[config.mk]
export PLATFORM = sky130hd
export DESIGN_NAME = clipped_standardized_row_variance
export DESIGN_NICKNAME = d
export VERILOG_FILES = /design/src/hw/rtl/csrv_pkg.sv /design/src/hw/rtl/csrv_div.sv /design/src/hw/rtl/clipped_standardized_row_variance.sv
export SDC_FILE = /design/constraint.sdc
export NUM_CORES = 2
export LEC_CHECK = 0
export ABC_AREA = 1
export BUFFER_PORTS_ARGS = -buffer_cell sky130_fd_sc_hd__buf_2
export CAP_MARGIN = 15
export CORE_MARGIN = 4
export CORE_UTILIZATION = 45
export CTS_BUF_LIST = sky130_fd_sc_hd__clkbuf_4 sky130_fd_sc_hd__clkbuf_8
export DETAILED_ROUTE_END_ITERATION = 8
export SLEW_MARGIN = 15
export SYNTH_ARGS = -nofsm -noshare
export SYNTH_HDL_FRONTEND = slang
export SYNTH_SLANG_ARGS = --single-unit
[constraint.sdc]
create_clock -name clk -period 6.9 [get_ports clk]
set_input_delay 0 -clock clk [delete_from_list [all_inputs] [get_ports clk]]
set_output_delay 0 -clock clk [all_outputs]
set_load 0.01 [all_outputs]
[src/hw/rtl/csrv_pkg.sv]
// ----------------------------------------------------------------------------
// csrv_pkg: shared types and constants for the clipped standardized variance
// Field widths, fixed-point format, register indexes and the control
// bundle that drives the shared divider.
// ----------------------------------------------------------------------------
package csrv_pkg;

  // Fixed-point format: fractional bits of z, sample_value and row_sd
  localparam int FRAC_BITS = 16;

  localparam int VAL_W  = 32;                 // sample_value, row_mean
  localparam int SD_W   = 31;                 // row_sd, clip_limit, divisor
  localparam int CNT_W  = 24;                 // num_columns, sample_count
  localparam int ACC_W  = 64;                 // square_sum, row_variance
  localparam int DIFF_W = VAL_W + 1;          // value - mean
  localparam int ZQ_BITS = 31;                // quotient bits kept for z
  localparam int DIVD_W = DIFF_W + FRAC_BITS; // scaled dividend for z
  localparam int HI_W   = DIVD_W - ZQ_BITS;   // dividend bits above quotient
  localparam int ITER_W = $clog2(ACC_W + 1);

  // Configuration register indexes
  localparam logic CFG_CLIP_LIMIT  = 1'b0;
  localparam logic CFG_NUM_COLUMNS = 1'b1;

  localparam logic [SD_W-1:0]  CLIP_LIMIT_RESET  = SD_W'(655360);
  localparam logic [CNT_W-1:0] NUM_COLUMNS_RESET = CNT_W'(2);
  localparam logic [CNT_W-1:0] MIN_ROW_LEN       = CNT_W'(2);

  typedef struct packed {
    logic signed [VAL_W-1:0] sample_value;
    logic signed [VAL_W-1:0] row_mean;
    logic [SD_W-1:0]         row_sd;
  } in_item_t;

  typedef struct packed {
    logic [ACC_W-1:0] row_variance;
    logic             zero_spread;
  } out_item_t;

  // Divider control: load a new problem, or run one quotient step
  typedef struct packed {
    logic load;
    logic step;
  } div_ctrl_t;

endpackage

[src/hw/rtl/csrv_div.sv]
// ----------------------------------------------------------------------------
// csrv_div: shared radix-2 restoring divider
// One quotient bit per step. The dividend shifts out of the top of a
// 64-bit register while quotient bits shift in at the bottom.
// ----------------------------------------------------------------------------
module csrv_div import csrv_pkg::*; (
  input  logic             clk,
  input  div_ctrl_t        ctrl,
  input  logic [SD_W-1:0]  load_rem,
  input  logic [ACC_W-1:0] load_quot,
  input  logic [SD_W-1:0]  load_divisor,
  output logic [ACC_W-1:0] quot
);

  logic [SD_W-1:0]  rem;
  logic [SD_W-1:0]  divisor;
  logic [SD_W:0]    trial;
  logic [SD_W:0]    trial_diff;
  logic             fits;

  // Shift in the next dividend bit and try a subtract
  always_comb begin
    trial      = {rem, quot[ACC_W-1]};
    trial_diff = trial - {1'b0, divisor};
    fits       = trial >= {1'b0, divisor};
  end

  // Load a problem or advance one step
  always_ff @(posedge clk) begin
    if (ctrl.load) begin
      rem     <= load_rem;
      quot    <= load_quot;
      divisor <= load_divisor;
    end else if (ctrl.step) begin
      rem  <= fits ? trial_diff[SD_W-1:0] : trial[SD_W-1:0];
      quot <= {quot[ACC_W-2:0], fits};
    end
  end

endmodule

[src/hw/rtl/clipped_standardized_row_variance.sv]
// ----------------------------------------------------------------------------
// clipped_standardized_row_variance: streamed clipped standardized variance
// Forms z = (value - mean) / sd per sample, saturates and clips it, adds
// z squared into a saturating accumulator and emits sum / (n - 1) per row.
//
//   channel  dir  handshake              payload
//   in       in   in_valid / in_ready    in_data  (in_item_t)
//   out      out  out_valid / out_ready  out_data (out_item_t)
//   cfg      in   cfg_we                 cfg_index, cfg_data
//
// A sample passes through transfer, setup, divider steps for z (none if
// z saturates), magnitude, square, accumulate and count; a zero sd skips
// to the count. A row end without a zero sd adds the row division steps.
// Synchronous reset clears the accumulator, row count and output valid,
// and reloads the config registers. A sample is taken while the output
// register is full, but not while a finished result waits to load it.
// ----------------------------------------------------------------------------
module clipped_standardized_row_variance import csrv_pkg::*; (
  input  logic              clk,
  input  logic              rst,
  input  logic              in_valid,
  output logic              in_ready,
  input  in_item_t          in_data,
  output logic              out_valid,
  input  logic              out_ready,
  output out_item_t         out_data,
  input  logic              cfg_we,
  input  logic              cfg_index,
  input  logic [SD_W-1:0]   cfg_data
);

  localparam logic [2:0] S_IDLE = 3'd0;
  localparam logic [2:0] S_PREP = 3'd1;
  localparam logic [2:0] S_ZDIV = 3'd2;
  localparam logic [2:0] S_MAG  = 3'd3;
  localparam logic [2:0] S_SQR  = 3'd4;
  localparam logic [2:0] S_ACC  = 3'd5;
  localparam logic [2:0] S_CNT  = 3'd6;
  localparam logic [2:0] S_FDIV = 3'd7;
  // S_OUT shares no code: result load happens from S_FDIV end or S_CNT
  // through the res_pend flag below.

  logic [2:0]        state;
  logic [SD_W-1:0]   clip_limit;
  logic [CNT_W-1:0]  num_columns;
  logic [ACC_W-1:0]  square_sum;
  logic [CNT_W-1:0]  sample_count;
  logic              spread_zero;

  logic [DIFF_W-1:0] diff;
  logic [SD_W-1:0]   sd;
  logic              neg;
  logic              zsat;
  logic [VAL_W-1:0]  zmag;
  logic [ACC_W-1:0]  square;
  logic [ITER_W-1:0] iter;
  logic              res_pend;
  logic              res_zero;

  logic [DIFF_W-1:0] mag;
  logic [DIVD_W-1:0] dividend;
  logic [HI_W-1:0]   dividend_hi;
  logic              prep_sat;
  logic [SD_W-1:0]   zq;
  logic [SD_W-1:0]   zpos;
  logic [VAL_W-1:0]  zmag_next;
  logic [ACC_W:0]    sum_wide;
  logic [CNT_W-1:0]  row_len;
  logic [CNT_W-1:0]  cnt_inc;
  logic              row_end;
  logic              out_free;

  div_ctrl_t         div_ctrl;
  logic [SD_W-1:0]   div_rem;
  logic [ACC_W-1:0]  div_quot_in;
  logic [SD_W-1:0]   div_divisor;
  logic [ACC_W-1:0]  quot;

  assign in_ready = (state == S_IDLE) && !res_pend;
  assign out_free = !out_valid || out_ready;

  // Setup: magnitude of the difference, scaled dividend, overflow check
  always_comb begin
    mag         = diff[DIFF_W-1] ? DIFF_W'(-diff) : diff;
    dividend    = {mag, {FRAC_BITS{1'b0}}};
    dividend_hi = dividend[DIVD_W-1:ZQ_BITS];
    prep_sat    = {{(SD_W-HI_W){1'b0}}, dividend_hi} >= sd;
  end

  // Saturate z, clip positive values, take the magnitude
  always_comb begin
    zq   = quot[ZQ_BITS-1:0];
    zpos = zsat ? {SD_W{1'b1}} : zq;
    if (neg) begin
      zmag_next = zsat ? {1'b1, {(VAL_W-1){1'b0}}} : {1'b0, zq};
    end else begin
      zmag_next = {1'b0, (zpos > clip_limit) ? clip_limit : zpos};
    end
  end

  // Row bookkeeping
  always_comb begin
    sum_wide = {1'b0, square_sum} + {1'b0, square};
    row_len  = (num_columns < MIN_ROW_LEN) ? MIN_ROW_LEN : num_columns;
    cnt_inc  = sample_count + CNT_W'(1);
    row_end  = (cnt_inc == '0) || (cnt_inc >= row_len);
  end

  // Divider loads: z problem in setup, row division at row end
  always_comb begin
    div_ctrl    = '0;
    div_rem     = '0;
    div_quot_in = '0;
    div_divisor = '0;
    case (state)
      S_PREP: begin
        div_ctrl.load = (sd != '0) && !prep_sat;
        div_rem       = {{(SD_W-HI_W){1'b0}}, dividend_hi};
        div_quot_in   = {dividend[ZQ_BITS-1:0], {(ACC_W-ZQ_BITS){1'b0}}};
        div_divisor   = sd;
      end
      S_CNT: begin
        div_ctrl.load = row_end && !spread_zero;
        div_quot_in   = square_sum;
        div_divisor   = {{(SD_W-CNT_W){1'b0}}, row_len - CNT_W'(1)};
      end
      S_ZDIV, S_FDIV: begin
        div_ctrl.step = 1'b1;
      end
      default: begin
        div_ctrl = '0;
      end
    endcase
  end

  csrv_div u_div (
    .clk          (clk),
    .ctrl         (div_ctrl),
    .load_rem     (div_rem),
    .load_quot    (div_quot_in),
    .load_divisor (div_divisor),
    .quot         (quot)
  );

  // Configuration writes
  always_ff @(posedge clk) begin
    if (rst) begin
      clip_limit  <= CLIP_LIMIT_RESET;
      num_columns <= NUM_COLUMNS_RESET;
    end else if (cfg_we) begin
      case (cfg_index)
        CFG_CLIP_LIMIT:  clip_limit  <= cfg_data;
        CFG_NUM_COLUMNS: num_columns <= cfg_data[CNT_W-1:0];
        default: begin
          clip_limit <= clip_limit;
        end
      endcase
    end
  end

  // Sequencer and row state
  always_ff @(posedge clk) begin
    if (rst) begin
      state        <= S_IDLE;
      square_sum   <= '0;
      sample_count <= '0;
      spread_zero  <= 1'b0;
      res_pend     <= 1'b0;
      out_valid    <= 1'b0;
    end else begin
      // Move a finished result into the output register, else drop the
      // result once the consumer takes it
      if (res_pend && out_free) begin
        out_valid             <= 1'b1;
        out_data.zero_spread  <= res_zero;
        out_data.row_variance <= res_zero ? '0 : quot;
        res_pend              <= 1'b0;
      end else if (out_valid && out_ready) begin
        out_valid <= 1'b0;
      end
      case (state)
        S_IDLE: begin
          if (in_valid && in_ready) begin
            diff  <= DIFF_W'(in_data.sample_value) - DIFF_W'(in_data.row_mean);
            sd    <= in_data.row_sd;
            state <= S_PREP;
          end
        end
        S_PREP: begin
          neg  <= diff[DIFF_W-1];
          zsat <= prep_sat;
          iter <= ITER_W'(ZQ_BITS - 1);
          if (sd == '0) begin
            spread_zero <= 1'b1;
            state       <= S_CNT;
          end else if (prep_sat) begin
            state <= S_MAG;
          end else begin
            state <= S_ZDIV;
          end
        end
        S_ZDIV: begin
          iter <= iter - ITER_W'(1);
          if (iter == '0) begin
            state <= S_MAG;
          end
        end
        S_MAG: begin
          zmag  <= zmag_next;
          state <= S_SQR;
        end
        S_SQR: begin
          square <= ACC_W'(zmag) * ACC_W'(zmag);
          state  <= S_ACC;
        end
        S_ACC: begin
          square_sum <= sum_wide[ACC_W] ? {ACC_W{1'b1}} : sum_wide[ACC_W-1:0];
          state      <= S_CNT;
        end
        S_CNT: begin
          if (!row_end) begin
            sample_count <= cnt_inc;
            state        <= S_IDLE;
          end else if (spread_zero) begin
            // Hold while a result is still pending before closing the row
            if (!res_pend) begin
              res_zero     <= 1'b1;
              res_pend     <= 1'b1;
              square_sum   <= '0;
              sample_count <= '0;
              spread_zero  <= 1'b0;
              state        <= S_IDLE;
            end
          end else begin
            res_zero     <= 1'b0;
            iter         <= ITER_W'(ACC_W - 1);
            square_sum   <= '0;
            sample_count <= '0;
            state        <= S_FDIV;
          end
        end
        S_FDIV: begin
          iter <= iter - ITER_W'(1);
          if (iter == '0) begin
            res_pend <= 1'b1;
            state    <= S_IDLE;
          end
        end
        default: begin
          state <= S_IDLE;
        end
      endcase
    end
  end

endmodule

After elaboration in Yosys (flattened, before gate mapping)

Cells that the tools add are included.

Divide/modulo/power cells: 0
Reduce and logical (&&, ||, !) cells: 36
Add/subtract/negate cells: 7
Muxes and demuxes: 50
Equality and inequality tests: 17
Bitwise gates (word level): 2
$lt $le $gt $ge: 5
$mul: 1
Shift operators: 0

Operators with widths:

| operator                | count |
|---|---|
| $mux W64                | 6 |
| $pmux W64 S2            | 2 |
| $mux W31                | 6 |
| $mux W24                | 4 |
| $add A64 B64 Y65        | 1 |
| $mul A32 B32 Y64        | 1 |
| $pmux W31 S2            | 1 |
| $mux W33                | 1 |
| $neg A33 Y33            | 1 |
| $sub A32 B32 Y33        | 1 |
| $ge A32 B31 Y1          | 1 |
| $mux W32                | 1 |
| $ge A18 B31 Y1          | 1 |
| $gt A31 B31 Y1          | 1 |
| $logic_not A31 Y1       | 1 |
| $reduce_bool A31 Y1     | 1 |
| $sub A31 B31 Y31        | 1 |
| $add A24 B1 Y24 const B | 1 |
| $ge A24 B24 Y1          | 1 |
| $logic_not A24 Y1       | 1 |
| $lt A24 B2 Y1 const B   | 1 |
| $pmux W3 S8             | 1 |
| $sub A24 B1 Y24 const B | 1 |
| $mux W3                 | 7 |
| other kinds (25)        | 74 |

Memories kept: 0
Bits in writable memories: 0
Input bits: 132
Output and inout port bits: 67
Bits in registers: 510
Bits in latches: 0
Bits in read-only memories: 0
Word-level logic and storage cells: 140

Logic depth before layout (Yosys ltp)

Depth after elaboration: 8
Depth in mapped cells: 33
Depth with buffers taken out: 31

By module

A second synthesis with hierarchy kept.

Cells, all modules: 8266
Area, all modules: 64045.2 µm²

By module, submodules not included:

| module                            | sequential area each (µm²) | area an instance (µm²) | times used | cells an instance |
|---|---|---|---|---|
| clipped_standardized_row_variance | 10009.6                    | 55961.2                | 1          | 7198 |
| csrv_div                          | 3783.6                     | 8084.0                 | 1          | 1068 |

Worst setup path after synthesis

Ideal clock, no wire load.

Path kind: register to register
Start point: register state[0]
End point: register diff[0], enable pin
Setup time: 0.644 ns
Stages on the path, launching flop included: 6
Period minus slack after synthesis: 7.407 ns
Data arrival time: 6.763 ns
Setup slack: -0.507 ns
Path through: dfxtp_1 nor2_1 inv_1 nor2_1 inv_1 nor4_1

Longest elaborated chain between the ends: 4

Ends and longest elaborated chain:

| what                            | RTL line                                                                          | source |
|---|---|---|
| start, declared                 | clipped_standardized_row_variance.sv:43                                           | `logic [2:0] state;` |
| start signal, assigned          | clipped_standardized_row_variance.sv:164                                          | `state <= S_IDLE;` |
| start signal, assigned          | clipped_standardized_row_variance.sv:186                                          | `state <= S_PREP;` |
| start signal, assigned          | clipped_standardized_row_variance.sv:195                                          | `state <= S_CNT;` |
| $logic_not A3 Y1 (*)            | clipped_standardized_row_variance.sv:79, clipped_standardized_row_variance.sv:181 |  |
| $logic_and A1 B1 Y1             | clipped_standardized_row_variance.sv:79                                           | `assign in_ready = (state == S_IDLE) && !res_pend;` |
| $logic_and A1 B1 Y1             | clipped_standardized_row_variance.sv:183                                          | `if (in_valid && in_ready) begin` |
| $reduce_and A3 Y1 (no line) (*) | n/a                                                                               |  |
| end signal, assigned            | clipped_standardized_row_variance.sv:184                                          | `diff <= DIFF_W'(in_data.sample_value) - DIFF_W'(in_data.row_mean);` |
| end, declared                   | clipped_standardized_row_variance.sv:50                                           | `logic [DIFF_W-1:0] diff;` |

Every way passes the cells marked *; elsewhere a longest branch is shown, timed or not.
A chain may end at the register's enable or synchronous reset.

Worst setup path after layout

Start point: register zmag[17]
End point: register square[63], data pin

Longest elaborated chain between the ends: 1

Ends and longest elaborated chain:

| what                   | RTL line                                 | source |
|---|---|---|
| start, declared        | clipped_standardized_row_variance.sv:54  | `logic [VAL_W-1:0] zmag;` |
| start signal, assigned | clipped_standardized_row_variance.sv:209 | `zmag <= zmag_next;` |
| $mul A32 B32 Y64       | clipped_standardized_row_variance.sv:213 | `square <= ACC_W'(zmag) * ACC_W'(zmag);` |
| end signal, assigned   | clipped_standardized_row_variance.sv:213 |  |
| end, declared          | clipped_standardized_row_variance.sv:55  | `logic [ACC_W-1:0] square;` |

Every way passes these cells.

==> impl_metrics.csv <==
group,metric,value,unit
synth,synth_top_area_cell,"fa_1",
synth,yosysTopAreaCellShare,25.8,%
cells_and_area,nFillCells,12479,
sta,clock.fmax,141,MHz
floorplanning,std_cell_rows,135,
cts,clk_latency,0.78,ns
drt,drtIter0Drc,4764,
global_route,gr-total-overflow,0,
cells_and_area,final_util,55.8,%
floorplanning,io_pins,199,
cts,clk_pin_slew,0.07,ns
drt,drtPass1Iterations,8,
floorplanning,start_util,45.4,%
worst_setup_path,rr_worst_depth,30,
synth,ys.flop_type,"edfxtp_1",
worst_setup_path,crit_required,7.40,ns
synth,synth_cell_types,52,
synth,avgSynthCellArea,8.06,µm²
drt,routed_wl,211,mm
synth,synth_warnings,0,
synth,ys_ff_latch,509,
synth,synth_edf_count,360,
floorplanning,die_w,379,µm
sta,rsz0062_at_grt,"true",
sta,hold_viol_final,0,
worst_setup_path,critPathLaunchType,"register",
cts,cts_buffer_depth,3,
place,globalplace.congestion,1.01,
floorplanning,die_area,0.143,mm²
floorplanning,die_h,379,µm
synth,synth_top_cells_by_count,"inv_1, nand2_1, fa_1",
synth,synth_most_common_cell,"inv_1",
synth,syn_area,0.0618,mm²
drt,routedWlPerCell,20.3,µm
status,status,"complete, but fails checks",
global_route,track_usage,29.2,%
synth,seq_area_frac_synth,22.3,%
worst_setup_path,cp.arrival,7.60,ns
cells_and_area,drive_gt1_share,16.7,%
min_path,holdPathEnd,"diff[24]",
place,port_buffers,198,
drt,vias_per_cell,5.24,
cts,cts-buffers-inserted,94,
global_route,grt_pass1_vias,54902,
cts,clkSinkCount,509,
sta,worstMarginPinSlew,1.19,ns
worst_setup_path,r2r_end,"square[63]",
worst_setup_path,r2r-start,"zmag[17]",
sta,setup_ws,-0.193,ns
drt,vias,54529,
worst_setup_path,cp-end-kind,"register",
synth,ys_async_sr_fraction,0,%
min_path,holdPathStages,4,
sta,maxSlewViolCount,0,
sta,finClkSkew,0.0675,ns
status,violations,"negative setup slack",
synth,synthCells,7662,
min_path,hp-class,"input port to register",
worst_setup_path,max_stage_delay,0.57,ns
worst_setup_path,cp_num_buf_inv,8,
cells_and_area,finalNetCount,9953,
worst_setup_path,cp_top_family,"adder cells",
floorplanning,design.core.area,0.136,mm²
worst_setup_path,worst-path-max-fanout,5,
drt,antenna_left,0,
worst_setup_path,crit_type,"register to register",
cts,cts.htree.levels,3,
global_route,grt_pass1_wl,321,mm
cts,root_buffer,"clkbuf_8",
sta,setup-tns-final,-2.20,ns
synth,netlist_top_cells_area,"fa_1, edfxtp_1, inv_1",
worst_setup_path,r2r_setup_slack,-0.19,ns
min_path,min_from,"in_data[55]",
worst_setup_path,crit_slowest_cell,"fa_1",
place,hpwl,167,mm
sta,final-setup-viol-count,23,
sta,slew_headroom,20.6,%
global_route,grt_start_max_net_pins,67,
cells_and_area,area_growth,22.9,%
drt,drc,0,
place,dp.cells,9929,
cells_and_area,finalNonFillerCells,10397,
place,dp_slack,-0.478,ns
sta,finalCritPeriodShare,103,%
global_route,antenna_found_initial,25,
cts,cts_tree,"yes",
flow_run,drv_cap,0,
sta,final.min_clock_period,7.09,ns
synth,synth_fp_nets,9092,
worst_setup_path,crit_path_frequent_cell,"fa_1",
==> flip-flops by register name (all words and copies together) (netlist names), 3 cells and up <==
register       count
out_data          65
clip_limit        31
sd                31
zmag              32
diff              33
num_columns       24
u_div.rem         31
u_div.quot        64
iter               7
sample_count      24
u_div.divisor     31
state              3
square            63
square_sum        64
==> worst max-delay path by stage <==
stage,from,endpoint,slack (ns),cells past startpoint
6_report,zmag[17],square[63],-0.19,30
5_1_grt,zmag[17],square[63],-0.34,30
4_1_cts,zmag[13],square[59],-0.11,28
3_5_place_dp,zmag[4],square[46],-0.48,24
3_3_place_gp,zmag[4],square[46],-0.48,24
2_1_floorplan,zmag[19],square[60],0.009,25
==> cells in the final DEF, fill, tap and decap left out, types with 45 or more instances in the layout <==
cell type | synthesis | layout
inv_2 | 3 | 77
xor2_1 | 146 | 136
buf_2 | 12 | 197
nor2_1 | 584 | 545
fa_2 | 0 | 56
a21oi_1 | 434 | 382
ha_1 | 503 | 458
dfxtp_1 | 149 | 149
inv_1 | 1807 | 1730
o21ai_1 | 28 | 45
fa_1 | 795 | 739
edfxtp_1 | 360 | 360
buf_12 | 0 | 47
o21ai_0 | 402 | 359
clkbuf_8 | 0 | 101
buf_6 | 9 | 46
buf_4 | 5 | 476
nand2_1 | 1497 | 1403
dlygate4sd3_1 | 0 | 199
nand2_2 | 1 | 65
xnor2_1 | 64 | 56
nand3_1 | 278 | 270
nand4_1 | 52 | 52
==> per-layer routing <==
| layer | routed length, µm | global-route usage (%) |
|---|---|---|
| met5 | 113 | 0 |
| met4 | 7330 | 8.67 |
| met3 | 16200 | 4.59 |
| met2 | 94600 | 46.1 |
| met1 | 92500 | 41.6 |
==> worst min-delay path, stage by stage <==
cell,delay [ns]
buf_2,0.10
inv_1,0.05
ha_1,0.22
xnor2_1,0.21
==> area by class of cell <==
class | count | area [µm²] | share of cell area (%)
Timing Repair Buffer | 985 | 8390 | 11.1
Clock buffer | 127 | 1590 | 2.09
Antenna cell | 14 | 35.0 | 0.0461
Tap cell | 1781 | 2230 | 2.93
Sequential cell | 509 | 13800 | 18.2
Inverter | 1813 | 6810 | 8.97
Multi-Input combinational cell | 5120 | 42500 | 56.0
Clock inverter | 48 | 553 | 0.728
==> cells by family after synthesis <==
family | synth area share, %
AO/OA/AOI/OAI | 9.62
multiplexers | 0.0182
XOR/XNOR | 3.00
AND/OR/NAND/NOR | 16.6
buffers and inverters | 12.5
flip-flops | 22.3
adder cells (fa/ha/maj) | 35.9
==> stage by stage <==
stage	hold WS, ns	instance area, µm²
2_1_floorplan	0.0989	61800
3_3_place_gp	0.178	68400
3_5_place_dp	0.178	68400
4_1_cts	0.0148	74400
5_1_grt	0.0735	75900
6_report	0.0723	75900
==> repair_timing <==
item                                   CTS  global route
setup endpoints to repair               40            42
hold buffers                           199             0
pin swaps                              160           138
setup buffers                           50            30
resized for setup                      351           317
endpoints found under the hold margin  173             0
cloned                                   5             3
Power is not shown: default switching activity piles up to over one toggle a cycle in this logic, so the estimate is an artifact.
